`src/rtl/stlr_pkg.sv`:
```
// Package for the sine tone generator with linear ramps: widths, reset values,
// register codes, envelope select flags and the elaboration-time sine table function.
// No dependencies.
package stlr_pkg;

  localparam int SINE_TABLE_BITS_DEF = 10;
  localparam int SINE_WIDTH_DEF      = 18;

  // The envelope is Q1.16, so each ramp divider delivers sixteen quotient bits.
  localparam int ENV_FRAC_BITS = 16;
  localparam int ENV_W         = ENV_FRAC_BITS + 1;
  localparam int DIV_DATA_W    = 32;
  localparam int CFG_IDX_W     = 3;

  localparam logic [ENV_W-1:0] ENV_ONE = {1'b1, {ENV_FRAC_BITS{1'b0}}};

  localparam logic [15:0] AMPLITUDE_RST       = 16'd32768;
  localparam logic [31:0] PHASE_STEP_RST      = 32'd89478485;
  localparam logic [31:0] RAMP_UP_END_RST     = 32'd0;
  localparam logic [31:0] RAMP_DOWN_START_RST = 32'hFFFF_FFFF;
  localparam logic [31:0] TONE_DURATION_RST   = 32'hFFFF_FFFF;

  localparam logic [63:0] HALF_PI_Q30 = 64'd1686629713;
  localparam logic [63:0] ONE_Q30     = 64'd1073741824;

  typedef enum logic [CFG_IDX_W-1:0] {
    REG_AMPLITUDE       = 3'd0,
    REG_PHASE_STEP      = 3'd1,
    REG_RAMP_UP_END     = 3'd2,
    REG_RAMP_DOWN_START = 3'd3,
    REG_TONE_DURATION   = 3'd4
  } cfg_reg_t;

  // Which form each envelope factor takes for one word.
  typedef struct packed {
    logic up_div;   // inside the fade-in: use the fade-in quotient
    logic dn_div;   // inside the fade-out: use the fade-out quotient
    logic dn_zero;  // at or past the duration inside the fade-out: factor is zero
  } env_sel_t;

  // Quarter-wave sine magnitude for table point j, evaluated at elaboration only.
  function automatic logic [31:0] sine_mag(input int j, input int tb, input int sw);
    logic [63:0]        x;
    logic [63:0]        x2;
    logic [63:0]        t;
    logic [63:0]        s;
    logic [63:0]        m;
    logic [63:0]        mg;
    logic signed [63:0] sum;
    x   = (HALF_PI_Q30 * 64'(j)) >> (tb - 2);
    x2  = (x * x) >> 30;
    t   = x;
    sum = $signed(x);
    t   = ((t * x2) >> 30) / 64'd6;
    sum = sum - $signed(t);
    t   = ((t * x2) >> 30) / 64'd20;
    sum = sum + $signed(t);
    t   = ((t * x2) >> 30) / 64'd42;
    sum = sum - $signed(t);
    t   = ((t * x2) >> 30) / 64'd72;
    sum = sum + $signed(t);
    t   = ((t * x2) >> 30) / 64'd110;
    sum = sum - $signed(t);
    t   = ((t * x2) >> 30) / 64'd156;
    sum = sum + $signed(t);
    if (sum < 0) begin
      s = 64'd0;
    end else if (sum > $signed(ONE_Q30)) begin
      s = ONE_Q30;
    end else begin
      s = $unsigned(sum);
    end
    m  = (64'd1 << (sw - 1)) - 64'd1;
    mg = (s * m + (64'd1 << 29)) >> 30;
    return mg[31:0];
  endfunction

endpackage

```
`src/rtl/stlr_div.sv`:
```
// Pipelined restoring divider for the ramp factors: one quotient bit per stage.
// Depends on stlr_pkg for default widths.
module stlr_div
  import stlr_pkg::*;
#(
  parameter int DATA_W   = DIV_DATA_W,
  parameter int QUO_BITS = ENV_FRAC_BITS
) (
  input  logic                clk,
  input  logic [DATA_W-1:0]   num,
  input  logic [DATA_W-1:0]   den,
  output logic [QUO_BITS-1:0] quo
);

  // Computes floor(num * 2^QUO_BITS / den) for num < den.
  logic [DATA_W-1:0]   rem_r [QUO_BITS];
  logic [DATA_W-1:0]   den_r [QUO_BITS];
  logic [QUO_BITS-1:0] quo_r [QUO_BITS];

  for (genvar i = 0; i < QUO_BITS; i++) begin : g_stage
    logic [DATA_W-1:0]   rem_in;
    logic [DATA_W-1:0]   den_in;
    logic [QUO_BITS-1:0] quo_in;
    logic [DATA_W:0]     shifted;
    logic [DATA_W:0]     diff;
    logic                fits;
    logic [DATA_W-1:0]   rem_nxt;
    logic [QUO_BITS-1:0] quo_nxt;

    if (i == 0) begin : g_first
      assign rem_in = num;
      assign den_in = den;
      assign quo_in = '0;
    end else begin : g_next
      assign rem_in = rem_r[i-1];
      assign den_in = den_r[i-1];
      assign quo_in = quo_r[i-1];
    end

    assign shifted = {rem_in, 1'b0};
    assign diff    = shifted - {1'b0, den_in};
    assign fits    = shifted >= {1'b0, den_in};
    assign rem_nxt = fits ? diff[DATA_W-1:0] : shifted[DATA_W-1:0];
    assign quo_nxt = {quo_in[QUO_BITS-2:0], fits};

    always_ff @(posedge clk) begin
      rem_r[i] <= rem_nxt;
      den_r[i] <= den_in;
      quo_r[i] <= quo_nxt;
    end
  end

  assign quo = quo_r[QUO_BITS-1];

endmodule

```
`config.mk`:
```
export PLATFORM = sky130hd
export DESIGN_NAME = stlr_div
export DESIGN_NICKNAME = d
export VERILOG_FILES = /design/src/rtl/stlr_pkg.sv /design/src/rtl/stlr_div.sv
export SDC_FILE = /design/constraint.sdc
export NUM_CORES = 2
export LEC_CHECK = 0
export ABC_AREA = 1
export BUFFER_PORTS_ARGS = -buffer_cell sky130_fd_sc_hd__buf_2
export CAP_MARGIN = 5
export CORE_ASPECT_RATIO = 1.4
export CORE_MARGIN = 4
export CORE_UTILIZATION = 40
export CTS_CLUSTER_DIAMETER = 120
export DETAILED_ROUTE_END_ITERATION = 6
export SLEW_MARGIN = 20
export SYNTH_ARGS = -nofsm -noshare
export SYNTH_HDL_FRONTEND = slang
export SYNTH_SLANG_ARGS = --single-unit
export TNS_END_PERCENT = 20
```
`constraint.sdc`:
```
create_clock -name clk -period 3.4 [get_ports clk]
set_input_delay 0.34 -clock clk [delete_from_list [all_inputs] [get_ports clk]]
set_output_delay 0.34 -clock clk [all_outputs]
set_load 0.005 [all_outputs]
```
# Yosys cells after proc, flatten, opt, wreduce, memory -nomap -nowiden
# Memories as Yosys holds them, arrays and structs flattened.
# Index checks and enable logic that the tools add are counted.
# word_totals
register_bits,0
ram_bits,1280
input_bits,65
n_memories,3
# mem_list
name,depth,width,rd,rd_clocked_by_memory_dff,write_ports,line,rtl
den_r,16,32,15,0,16,stlr_div.sv:17,logic [DATA_W-1:0] den_r [QUO_BITS];
rem_r,16,32,15,0,16,stlr_div.sv:16,logic [DATA_W-1:0] rem_r [QUO_BITS];
quo_r,16,16,16,0,16,stlr_div.sv:18,logic [QUO_BITS-1:0] quo_r [QUO_BITS];
# op_classes
addsub,16
magnitude_cmp,16
mux,16
# ops
cell,count
$ge A33 B32 Y1,16
$mux W32,16
$sub A32 B32 Y32,16

# Depth between registers and ports, before layout
# An unclocked memory read counts as a cell.
# depth
ltp_word,3
depth_mapped,17
depth_no_buf,15

# Worst setup path before layout
# OpenSTA, ideal clock, no wires.
# synth_path
kind,input -> register
startpoint,input den[17]
endpoint,memory rem_r[0][10] (netlist name)
setup_ps,112
t_arrival_ps,1672
required_ps,3288
setup_slack_ps,1617
cell_stages,14
n_path_buf,1
path_cell_list,inv_1 ha_1 nand2_1 nor2_1 nand2_1 nor2_2 nand2_1 nand3_1 nor2_1 nand2_4 inv_4 buf_6 nand2_2 nand2_1
# synth_lines
item,line,rtl
"start, declared",stlr_div.sv:11,"input logic [DATA_W-1:0] den,"
"end, declared",stlr_div.sv:16,

==> results.cfg <==
[worst_setup_path]
cp-end-kind = flip-flop
rrSetupSlack_ns = 0.30
r2r_start = den_r[1][28]$_DFF_P_
cp.arrival_ns = 3.75
worstPathRequired_ns = 4.05
cp_max_fo = 33
crit_start = den_r[1][28]$_DFF_P_
start_kind = flip-flop
critPathKind = reg2reg
cp_slowest_cell = nor2_4
max_stage_delay_ns = 0.74
crit_chain = inv_1 > ha_1 > nand2_2 > inv_2 > a21oi_1 > nor2_1 > nor2_1 > nand2_2 > nor2_4 > nand2_4 > o21ai_0

[cts]
cts.sinks = 1096
cts_tree = yes
cts_setup_buffers = 0
path_clk_slew_ns = 0.06
h-tree-depth = 3
cts-root-buf = clkbuf_16
worst_skew_pair.late_latency_ns = 0.77
cts_hold_buf = 63
cts_resized = 0
cts_made_buffers = 113
clockBufferDepth = 3

[routing]
drc = 8
firstDrtPassIters = 7
dr_total_vias = 64500
drt-initial-drc-count = 4343
drt-wirelength-per-cell_um = 18.4
viasPerCell = 4.78
drt_wl_total_mm = 249
route.antenna.remaining_nets = 0

[cells_and_area]
final_nets = 11700
fillCellCount = 18300
drive_gt1_share_pct = 5.55
area_growth_pct = 10.3

[timing]
hold_viol = 0
tns_ns = 0
fin_worst_skew_ns = 0.0518
slew_violations = 0
tightest_slew_ns = 0.981
slew_headroom_pct = 34.4
rsz0062_at_grt = false
min_period_ns = 3.10
fmax_mhz = 323
layout_worst_path_cycle_share_pct = 91.0
setup_viol_count_final = 0
setup_ws_ns = 0.305

[placement]
port_buffers = 80
hpwl_mm = 210
place_ws_ns = 0.396
gp_congestion = 0.977

[global_route]
grt_pass1_vias = 63200
antenna_found_initial = 8
grt_use_total_pct = 26.8
grt_max_degree = 35
grt_pass1_wl_mm = 372
grt_overflow = 0

[pwr]
swShare_pct = 50.2
p_switching_mw = 39.4
peakVddDrop_mv = 0.526
p_comb_share_pct = 56.4
leakagePower_nw = 44.4
intPower_mw = 39.0
seq_power_share_pct = 26.2
power.density_nw_per_um2 = 1030
p_clk_share_pct = 17.4

[yosys]
synth_area_um2 = 69300
synth_top_flop_cell = dfxtp_1
synth_seq_cells = 1096
synth_top_family_by_area = simple AND/OR/NAND/NOR gates
synth_area_per_cell_um2 = 6.34
synth_simple_gate_area_share_pct = 39.2
synth_mux_area_share_pct = 0
seq_area_frac_synth_pct = 31.6
ys_warn_count = 0
synthArstFlopShare_pct = 0
synthXorXnorAreaFrac_pct = 2.65
synth-edff-count = 0
synth_adder_area_share_pct = 9.65
synth-compound-area-share_pct = 2.92
netlist_instances = 10900
yosysUniqueCellTypes = 41
syn_nets = 11500

[job]
maxCapViolCount = 0

[floorplanning]
die_height_um = 501
coreArea_um2 = 172000
ios = 81
start_util_pct = 40.3
die_x_um = 360
die-area_um2 = 180000
rows = 180

[run_status]
violations = DRC
outcome = finished with violations

[worst_hold_path]
hold_start = den[4]
hold_class = in2reg
[path summary, 6_finish.rpt]
check | endpoint | cells past startpoint
worst max-delay path | rem_r[1][33]$_DFF_P_ | 11
worst max register to register | rem_r[1][33]$_DFF_P_ | 11
worst min-delay path | den_r[0][4]$_DFF_P_ | 2
worst min register to register | quo_r[9][9]$_DFF_P_ | 0
[placed cells by master, fill, tap and decap left out, types with 115 or more instances in the layout]
cell,count
nand2_1,4323
inv_1,2249
dfxtp_1,1096
nand3_1,712
nor2_1,560
ha_1,511
a21oi_1,333
xor2_1,195
nand3b_1,153
and2_1,124
clkbuf_16,115
[power groups by stage]
stage	Combinational, mW	Sequential, mW	Clock, mW
2_1_floorplan	32.1	18.7	0
3_3_place_gp	43.5	20.8	0
3_5_place_dp	43.7	20.8	0
4_1_cts	44.0	20.5	14.0
5_1_grt	49.5	20.7	14.4
6_report	44.2	20.5	13.6
[final cells by class]
| class | instances | area (um^2) | area share, % |
|---|---|---|---|
| clock buffer | 145 | 3110 | 4.07 |
| antenna | 7 | 17.5 | 0.0229 |
| inverter | 2283 | 8580 | 11.2 |
| multi-input combinational | 7434 | 37700 | 49.3 |
| timing repair buffer | 176 | 1290 | 1.69 |
| clock inverter | 67 | 981 | 1.28 |
| tap | 2275 | 2850 | 3.72 |
| sequential | 1096 | 21900 | 28.7 |
[per-stage QoR]
stage | cells | cell area [um^2] | hold WS (ns) | util (%) | power (mW)
final | 13500 | 76500 | 0.229 | 44.5 | 78.4
after global routing | 13500 | 76500 | 0.223 | 44.4 | 84.7
after CTS | 13500 | 76500 | 0.168 | 44.4 | 78.5
after detailed placement | 13200 | 71700 | 0.312 | 41.7 | 64.5
after global placement | 13200 | 71700 | 0.310 | 41.7 | 64.4
after floorplan | 10900 | 69300 | 0.310 | - | 50.8
[synth_stat cells (8+ instances only)]
| library cell | n | share of area (%) |
|---|---|---|
| o21ai_0 | 25 | 0.18 |
| nor2_4 | 8 | 0.13 |
| a21oi_1 | 333 | 2.4 |
| nor2_2 | 41 | 0.37 |
| inv_2 | 30 | 0.16 |
| a21o_1 | 15 | 0.16 |
| xor2_1 | 195 | 2.5 |
| buf_6 | 44 | 0.71 |
| nand2_2 | 72 | 0.65 |
| dfxtp_1 | 1096 | 32 |
| xnor2_1 | 15 | 0.19 |
| nand2_1 | 4323 | 23 |
| nor3_2 | 19 | 0.27 |
| fa_1 | 15 | 0.43 |
| nor3_1 | 107 | 0.77 |
| buf_4 | 17 | 0.18 |
| inv_1 | 2249 | 12 |
| nor2_1 | 560 | 3.0 |
| and2_1 | 124 | 1.1 |
| nand3_2 | 107 | 1.5 |
| nand3_1 | 712 | 5.1 |
| nand3b_1 | 153 | 1.7 |
| ha_1 | 511 | 9.2 |
| buf_2 | 57 | 0.41 |
| nand2_8 | 10 | 0.29 |
| nand4_1 | 46 | 0.42 |
| o21bai_1 | 10 | 0.11 |
| nand2_4 | 16 | 0.26 |
[cell families (layout without fill, tap and decap cells)]
family,count (synthesis),count (layout)
simple gates,6309,6309
buf+inv,2414,2671
flops,1096,1096
fa+ha+maj,526,526
compound gates,389,389
xor+xnor,210,210
other cells,0,7
[worst max-delay path, delay by kind of cell (launching register included)]
kind	cells	cell delay, ns
AO/OA/AOI/OAI	2	0.51
AND/OR/NAND/NOR	6	1.69
flip-flops	1	0.33
buffers and inverters	2	0.09
adder cells (fa/ha/maj)	1	0.34
[sequential cells by signal, summed over array words and instances, names as in the netlist]
register,flops
rem_r,480
quo_r,136
den_r,480
[metal layers]
layer  share of wire (%)  global-route usage [%]
met5              0.0052                       0
met4                 7.2                    16.5
met1                  38                    29.0
met3                 3.8                    2.69
met2                  51                    49.9
(Power assumes the default switching activity.)
